File: src/assert_macros.svh
// assertion macros shared by the servo pulse generator rtl
`ifndef ASSERT_MACROS_SVH
`define ASSERT_MACROS_SVH
`ifndef SYNTHESIS
// check on every edge out of reset
`define ASSERT_DIS(lbl, clk, rst_n, prop) \
	lbl: assert property (@(posedge clk) disable iff (!rst_n) prop) \
		else $error("assertion failed");
// check on every edge, reset included
`define ASSERT_ALW(lbl, clk, prop) \
	lbl: assert property (@(posedge clk) prop) else $error("assertion failed");
`else
`define ASSERT_DIS(lbl, clk, rst_n, prop)
`define ASSERT_ALW(lbl, clk, prop)
`endif
`endif

File: src/msp_pkg.sv
// types and constants of the servo pulse generator
package msp_pkg;

	// command codes
	localparam logic [1:0] CMD_TICK    = 2'd0;
	localparam logic [1:0] CMD_SET     = 2'd1;
	localparam logic [1:0] CMD_DISABLE = 2'd2;

	// register indexes
	localparam logic [1:0] REG_PULSE_START  = 2'd0;
	localparam logic [1:0] REG_PULSE_END    = 2'd1;
	localparam logic [1:0] REG_FRAME_PERIOD = 2'd2;

	// register reset values
	localparam logic [15:0] PULSE_START_RST  = 16'd1000;
	localparam logic [15:0] PULSE_END_RST    = 16'd2000;
	localparam logic [15:0] FRAME_PERIOD_RST = 16'd20000;

	// percent value that turns a channel off
	localparam logic [7:0] VALUE_OFF = 8'd255;

	// floor division by 100: bias makes the product non-negative,
	// reciprocal ceil(2^32/100) is exact for dividends below 2^30
	localparam logic signed [25:0] DIV_BIAS   = 26'sd16711500;
	localparam logic signed [19:0] BIAS_QUOT  = 20'sd167115;
	localparam logic [25:0]        RECIP_100  = 26'd42949673;

	// one input word
	typedef struct packed {
		logic [1:0] command;
		logic [7:0] channel;
		logic [7:0] value;
	} msp_item_t;

	// one command ready to be applied to the frame state
	typedef struct packed {
		logic [1:0]  command;
		logic [7:0]  channel;
		logic [15:0] width;
	} msp_op_t;

endpackage

File: src/multichannel_servo_pulse_generator.sv
// top level of the multichannel servo pulse generator
//
//  channel | signals                          | direction | payload
//  in      | in_valid, in_stall               | word in   | command, channel, value
//  out     | out_valid, out_stall             | word out  | pulse_levels
//  cfg     | cfg_valid, cfg_ready             | write in  | cfg_index, cfg_data
//
// one word per cycle while the pipe is not held
// the width path runs through the input register, percent multiply,
// reciprocal divide, then clamp and state update into the result register
// the whole pipe holds while a result waits with out_stall high
// reset clears valids and frame state and loads the config reset values; cfg_ready is always high
`include "assert_macros.svh"
module multichannel_servo_pulse_generator #(
	parameter int NUM_CHANNELS = 8
) (
	input  logic        clk,
	input  logic        arst_n,
	input  logic        in_valid,
	output logic        in_stall,
	input  logic [1:0]  command,
	input  logic [7:0]  channel,
	input  logic [7:0]  value,
	output logic        out_valid,
	input  logic        out_stall,
	output logic [7:0]  pulse_levels,
	input  logic        cfg_valid,
	output logic        cfg_ready,
	input  logic [1:0]  cfg_index,
	input  logic [15:0] cfg_data
);

	logic               adv;
	logic               valid_s1;
	logic               valid_s2;
	logic               valid_s3;
	logic               out_valid_q;
	logic [7:0]         levels_q;
	logic [15:0]        pulse_start_q;
	logic [15:0]        pulse_end_q;
	logic [15:0]        frame_period_q;
	logic [7:0]         levels_next;
	msp_pkg::msp_item_t item_s1;
	msp_pkg::msp_op_t   op_s3;

	// pipe moves unless a result is held
	assign adv       = !(out_valid_q && out_stall);
	assign in_stall  = !adv;
	assign cfg_ready = 1'b1;

	// configuration registers
	always_ff @(posedge clk or negedge arst_n) begin
		if (!arst_n) begin
			pulse_start_q  <= msp_pkg::PULSE_START_RST;
			pulse_end_q    <= msp_pkg::PULSE_END_RST;
			frame_period_q <= msp_pkg::FRAME_PERIOD_RST;
		end else if (cfg_valid && cfg_ready) begin
			unique case (cfg_index)
				msp_pkg::REG_PULSE_START:  pulse_start_q  <= cfg_data;
				msp_pkg::REG_PULSE_END:    pulse_end_q    <= cfg_data;
				msp_pkg::REG_FRAME_PERIOD: frame_period_q <= cfg_data;
				default: begin
				end
			endcase
		end
	end

	// pipeline valids and output valid
	always_ff @(posedge clk or negedge arst_n) begin
		if (!arst_n) begin
			valid_s1    <= 1'b0;
			valid_s2    <= 1'b0;
			valid_s3    <= 1'b0;
			out_valid_q <= 1'b0;
		end else if (adv) begin
			valid_s1    <= in_valid;
			valid_s2    <= valid_s1;
			valid_s3    <= valid_s2;
			out_valid_q <= valid_s3;
		end
	end

	// input register
	always_ff @(posedge clk) begin
		if (adv) begin
			item_s1.command <= command;
			item_s1.channel <= channel;
			item_s1.value   <= value;
		end
	end

	msp_width_calc u_width (
		.clk         (clk),
		.en          (adv),
		.item_s1     (item_s1),
		.pulse_start (pulse_start_q),
		.pulse_end   (pulse_end_q),
		.op_s3       (op_s3)
	);

	msp_frame #(
		.NUM_CHANNELS (NUM_CHANNELS)
	) u_frame (
		.clk          (clk),
		.arst_n       (arst_n),
		.en           (adv && valid_s3),
		.op           (op_s3),
		.frame_period (frame_period_q),
		.levels_next  (levels_next)
	);

	// result register
	always_ff @(posedge clk) begin
		if (adv && valid_s3) begin
			levels_q <= levels_next;
		end
	end

	assign out_valid    = out_valid_q;
	assign pulse_levels = levels_q;

	`ASSERT_ALW(a_reset_empty, clk, !arst_n |-> (!out_valid && !in_stall))
	`ASSERT_DIS(a_stall_needs_word, clk, arst_n, in_stall |-> out_valid)
	`ASSERT_DIS(a_word_from_pipe, clk, arst_n, $rose(out_valid) |-> $past(valid_s3))

endmodule

File: src/msp_width_calc.sv
// percent to pulse width datapath: multiply, reciprocal divide, clamp
module msp_width_calc (
	input  logic                clk,
	input  logic                en,
	input  msp_pkg::msp_item_t  item_s1,
	input  logic [15:0]         pulse_start,
	input  logic [15:0]         pulse_end,
	output msp_pkg::msp_op_t    op_s3
);

	logic signed [16:0] diff;
	logic signed [25:0] num;
	logic signed [25:0] num_s2;
	logic signed [25:0] biased;
	logic [50:0]        prod;
	logic [18:0]        quot_s3;
	logic signed [19:0] total;
	logic [15:0]        width;
	msp_pkg::msp_item_t item_s2;
	msp_pkg::msp_item_t item_s3;

	// signed span times percent
	assign diff = $signed({1'b0, pulse_end}) - $signed({1'b0, pulse_start});
	assign num  = 26'($signed({1'b0, item_s1.value}) * diff);

	always_ff @(posedge clk) begin
		if (en) begin
			num_s2  <= num;
			item_s2 <= item_s1;
		end
	end

	// biased floor divide by 100 through the reciprocal
	assign biased = num_s2 + msp_pkg::DIV_BIAS;
	assign prod   = biased[24:0] * msp_pkg::RECIP_100;

	always_ff @(posedge clk) begin
		if (en) begin
			quot_s3 <= prod[50:32];
			item_s3 <= item_s2;
		end
	end

	// add start, remove bias, saturate to 16 bits; value off gives width zero
	assign total = $signed({4'b0, pulse_start}) + $signed({1'b0, quot_s3})
		- msp_pkg::BIAS_QUOT;

	always_comb begin
		if (item_s3.value == msp_pkg::VALUE_OFF) begin
			width = 16'd0;
		end else if (total < 0) begin
			width = 16'd0;
		end else if (total > 20'sd65535) begin
			width = 16'hffff;
		end else begin
			width = total[15:0];
		end
	end

	assign op_s3.command = item_s3.command;
	assign op_s3.channel = item_s3.channel;
	assign op_s3.width   = width;

endmodule

File: src/msp_frame.sv
// frame counter, channel widths and output levels
`include "assert_macros.svh"
module msp_frame #(
	parameter int NUM_CHANNELS = 8
) (
	input  logic              clk,
	input  logic              arst_n,
	input  logic              en,
	input  msp_pkg::msp_op_t  op,
	input  logic [15:0]       frame_period,
	output logic [7:0]        levels_next
);

	logic [15:0]                         cnt_q;
	logic [NUM_CHANNELS-1:0][15:0]       pend_q;
	logic [NUM_CHANNELS-1:0][15:0]       act_q;
	logic [NUM_CHANNELS-1:0]             lv_q;
	logic [15:0]                         cnt_n;
	logic [NUM_CHANNELS-1:0][15:0]       pend_n;
	logic [NUM_CHANNELS-1:0][15:0]       act_n;
	logic [NUM_CHANNELS-1:0]             lv_n;
	logic [NUM_CHANNELS+7:0]             lv_ext;
	logic                                wrap;
	logic                                tick_en;

	// frame restarts once the counter has reached the period
	assign wrap    = (cnt_q >= frame_period);
	assign tick_en = en && (op.command == msp_pkg::CMD_TICK);

	// apply one command to the frame state
	always_comb begin
		logic [15:0] cnt_v;
		cnt_v  = cnt_q;
		cnt_n  = cnt_q;
		pend_n = pend_q;
		act_n  = act_q;
		lv_n   = lv_q;
		case (op.command) inside
			msp_pkg::CMD_TICK: begin
				if (wrap) begin
					cnt_v = 16'd0;
					act_n = pend_q;
					for (int i = 0; i < NUM_CHANNELS; i++) begin
						if (pend_q[i] != 16'd0) lv_n[i] = 1'b1;
					end
				end
				for (int i = 0; i < NUM_CHANNELS; i++) begin
					if (act_n[i] != 16'd0 && act_n[i] == cnt_v) lv_n[i] = 1'b0;
				end
				cnt_n = cnt_v + 16'd1;
			end
			msp_pkg::CMD_SET, msp_pkg::CMD_DISABLE: begin
				for (int i = 0; i < NUM_CHANNELS; i++) begin
					if (op.channel == 8'(i)) begin
						pend_n[i] = (op.command == msp_pkg::CMD_SET) ? op.width : 16'd0;
					end
				end
			end
			default: begin
			end
		endcase
	end

	// state registers
	always_ff @(posedge clk or negedge arst_n) begin
		if (!arst_n) begin
			cnt_q  <= msp_pkg::FRAME_PERIOD_RST;
			pend_q <= '0;
			act_q  <= '0;
			lv_q   <= '0;
		end else if (en) begin
			cnt_q  <= cnt_n;
			pend_q <= pend_n;
			act_q  <= act_n;
			lv_q   <= lv_n;
		end
	end

	// only channels 0..7 are visible
	assign lv_ext      = {8'b0, lv_n};
	assign levels_next = lv_ext[7:0];

	`ASSERT_DIS(a_tick_keeps_pending, clk, arst_n, tick_en |=> $stable(pend_q))
	`ASSERT_DIS(a_wrap_restarts, clk, arst_n, (tick_en && wrap) |=> cnt_q == 16'd1)
	`ASSERT_DIS(a_idle_holds_counter, clk, arst_n, !en |=> $stable(cnt_q))

endmodule

File: config.mk
export PLATFORM = sky130hd
export DESIGN_NAME = multichannel_servo_pulse_generator
export DESIGN_NICKNAME = d
export VERILOG_FILES = /design/src/msp_pkg.sv /design/src/multichannel_servo_pulse_generator.sv /design/src/msp_width_calc.sv /design/src/msp_frame.sv
export VERILOG_INCLUDE_DIRS = /design/src /design/src/src
export SDC_FILE = /design/constraint.sdc
export NUM_CORES = 2
export LEC_CHECK = 0
export ABC_AREA = 1
export BUFFER_PORTS_ARGS = -buffer_cell sky130_fd_sc_hd__buf_2
export CAP_MARGIN = 20
export CELL_PAD_IN_SITES_DETAIL_PLACEMENT = 0
export CELL_PAD_IN_SITES_GLOBAL_PLACEMENT = 1
export CORE_UTILIZATION = 45
export CTS_CLUSTER_DIAMETER = 60
export DETAILED_ROUTE_END_ITERATION = 10
export MAX_ROUTING_LAYER = met4
export PLACE_DENSITY_LB_ADDON = 0.3
export SETUP_SLACK_MARGIN = 0.1
export SKIP_LAST_GASP = 1
export SLEW_MARGIN = 30
export SYNTH_ARGS = -nofsm -noshare
export SYNTH_HDL_FRONTEND = slang
export SYNTH_SLANG_ARGS = --single-unit
File: constraint.sdc
create_clock -name clk -period 6.81 [get_ports clk]
set_clock_uncertainty 0.05 [all_clocks]
set_input_delay 0.3405 -clock clk [delete_from_list [all_inputs] [get_ports clk]]
set_output_delay 0.3405 -clock clk [all_outputs]
set_load 0.05 [all_outputs]
==> impl_metrics.csv <==
group,metric,value,unit
sta,period_needed,6.94,ns
clock_tree,cts_root_buf,"clkbuf_16",
synth,synth-edff-count,106,
synth,synthFlopType,"dfrtp_1",
floorplan,die_area,90900,um2
synth,synth_fa_ha_area_frac,0.275,
synth,syn_inst,5069,
cells_and_area,fillers,8543,
synth,synth_area_leader_cell,"dfrtp_1",
synth,synthTopCellsByArea,"dfrtp_1 19%, fa_1 16%, ha_1 12%",
sta,worst_slew_pin_slew,0.958,ns
synth,ys_top_cells_by_count,"1,131 x nand2_1, 956 x inv_1, 443 x nand3_1",
cells_and_area,post-route-util,0.534,
clock_tree,cts_inserted_buffers,57,
synth,synth_cell_type_count,61,
floorplan,io_pins,52,
setup_path,cp_max_fo,5,
synth,syn_nets,5806,
job,max_cap_viol_count,0,
synth,synth_seq_cells,438,
route,routed.top_layer,"met4",
route,vias,35028,
sta,setup_ws,-0.132,ns
synth,syn_area,40400,um2
synth,muxShareOfSynthArea,0,
setup_path,critical_path_arrival,7.30,ns
setup_path,cp_slowest_cell,"fa_1",
floorplan,core_area,88600,um2
synth,synth_xor_area_frac,0.0221,
cells_and_area,area_delta_synth_final,17.4,%
global_routing,grt_pass1_wl,209000,um
synth,synth_most_common_cell,"nand2_1",
setup_path,r2r_slack,-0.13,ns
setup_path,crit_family,"adder cells",
global_routing,grt_pass1_vias,34822,
route,routed_via_density,5.35,
synth,async_reset_ff_frac,0.758,
cells_and_area,regArea,11500,um2
route,wl_met1,57400,um
global_routing,antenna_found_initial,2,
sta,rsz0062_at_grt,"yes",
synth,yosysTopAreaCellShare,0.192,
setup_path,path_buf_inv,5,
setup_path,startpoint_type,"flop",
route,drtAntennaViolNets,0,
setup_path,cpPeakStageDelay,0.60,ns
route,drtPass1Iterations,6,
clock_tree,clockBufferDepth,3,
route,drc_errors,0,
setup_path,worst_setup_path_end_kind,"flop",
sta,clock.fmax,0.144,GHz
global_routing,grt_max_degree,127,
floorplan,die_x,302,um
cells_and_area,nets,6071,
clock_tree,cts_tree,"built",
route,drt-total-wl,137000,um
synth,synth_simple_gate_area_frac,0.239,
synth,ys_seq_area_frac,0.285,
placed_design,place_congestion,0.973,
min_path,hold_class,"in2reg",
sta,setup_viol,13,
floorplan,start_util,0.455,
synth,synth_top_family_by_area,"adder cells",
clock_tree,path_clk_slew,0.06,ns
global_routing,grt_usage,0.314,
cells_and_area,multi_input_area,26000,um2
setup_path,worstSetupPathType,"reg2reg",
route,wl_met3,7860,um
floorplan,die_h,302,um
clock_tree,clock_latency,0.66,ns
sta,slew_headroom,0.359,
status,outcome,"finished with violations",
route,drt_iter0_drc,2955,
global_routing,grt-ovfl-total,0,
synth,synth_compound_area_frac,0.0678,
sta,slew_violations,0,
clock_tree,clkSinkCount,438,
clock_tree,cts_max_level,2,
status,violations,"negative setup slack",
placed_design,dpl.hpwl,102000,um
cells_and_area,drive_above_1_share,0.149,
floorplan,row_count,109,
route,met2_length,66400,um
sta,finalCritPeriodShare,1.02,
setup_path,required,7.17,ns
synth,postSynthAreaPerCell,7.96,um2
sta,hold_viol,0,
route,routedWlPerCell,20.9,um
placed_design,placement.io_buffers,50,
synth,yosys_warnings,0,
through the flow:
| stage | cell area [um2] | setup WS (ns) | instances | hold slack, ns | setup TNS, ns |
|---|---|---|---|---|---|
| after floorplan | 40500 | 0.106 | 5069 | -0.00509 | 0 |
| after global placement | 43400 | -0.365 | 6368 | 0.351 | -1.89 |
| after detailed placement | 43400 | -0.339 | 6368 | 0.353 | -3.11 |
| after CTS | 46500 | -0.0707 | 6528 | 0.00255 | -0.393 |
| after global routing | 47400 | -0.465 | 6548 | 0.0500 | -6.11 |
| final | 47400 | -0.132 | 6549 | 0.0169 | -0.887 |
repair_timing:
action / CTS / global route
gates resized for setup: 179 / 166
setup buffers: 30 / 21
endpoints found under the hold margin: 107 / 0
hold buffers: 24 / 0
setup endpoints to repair: 21 / 29
pin swaps: 79 / 84
cell type report:
class	count	share of cell area
well taps	1165	0.0308
multi-input cells	3497	0.548
inverters	968	0.0769
clock inverters	36	0.00850
clock buffers	71	0.0319
flip-flops and latches	438	0.243
diodes	2	0.000106
repair buffers	372	0.0609
per-layer routing:
layer,GRT usage,vias up
met2,0.517,1124
met5,-,-
met3,0.0352,247
met4,0.110,0
met1,0.400,17060
li1,-,16597
path summary, 6_finish.rpt:
kind / from / to / cells after the start
setup / recovery: u_width.num_s2[3] / u_width.quot_s3[10] / 31
hold / removal: cfg_data[14] / pulse_end_q[14] / 3
setup reg to reg: u_width.num_s2[3] / u_width.quot_s3[10] / 31
hold reg to reg: item_s1[9] / u_width.item_s2[9] / 0
max in group asynchronous: arst_n / pulse_start_q[10] / 3
min in group asynchronous: arst_n / u_frame.act_q[32] / 2
cell families after synthesis:
logic type	Yosys count
buf+inv	1134
compound gates	503
simple gates	2195
fa+ha+maj	696
xor+xnor	102
other cells	1
flops	438
worst reg2reg max path, delay by kind of cell (launching register included):
family | cells | cell delay [ns]
buffers and inverters | 5 | 0.44
adder cells (fa/ha/maj) | 9 | 3.84
XOR/XNOR | 2 | 0.34
flip-flops | 1 | 0.38
AO/OA/AOI/OAI | 5 | 0.81
AND/OR/NAND/NOR | 10 | 0.83
flip-flops by register name (all words and copies together) (netlist names), 16 cells and up:
register / cells
u_width.quot_s3: 19
pulse_start_q: 16
u_width.item_s2: 18
u_frame.pend_q: 128
u_frame.act_q: 128
item_s1: 18
u_frame.cnt_q: 16
pulse_end_q: 16
u_width.num_s2: 25
frame_period_q: 16
cell usage in the layout (no fill, tap or decap), types with 27 or more instances in the layout:
cell type,instances
buf_4,268
nand4_1,126
nor2_1,319
dfrtp_1,310
nand2_1,1096
fa_1,299
o21ai_0,264
inv_1,921
xor2_1,52
a21oi_1,102
clkbuf_16,57
ha_1,332
xnor2_1,30
inv_2,43
nand3_1,432
buf_2,49
nand2_2,27
edfxtp_1,106
ha_4,35
Power is left out: the tool's default activity adds up to more than one toggle a clock period on the data nets, which glitch-free logic cannot reach.
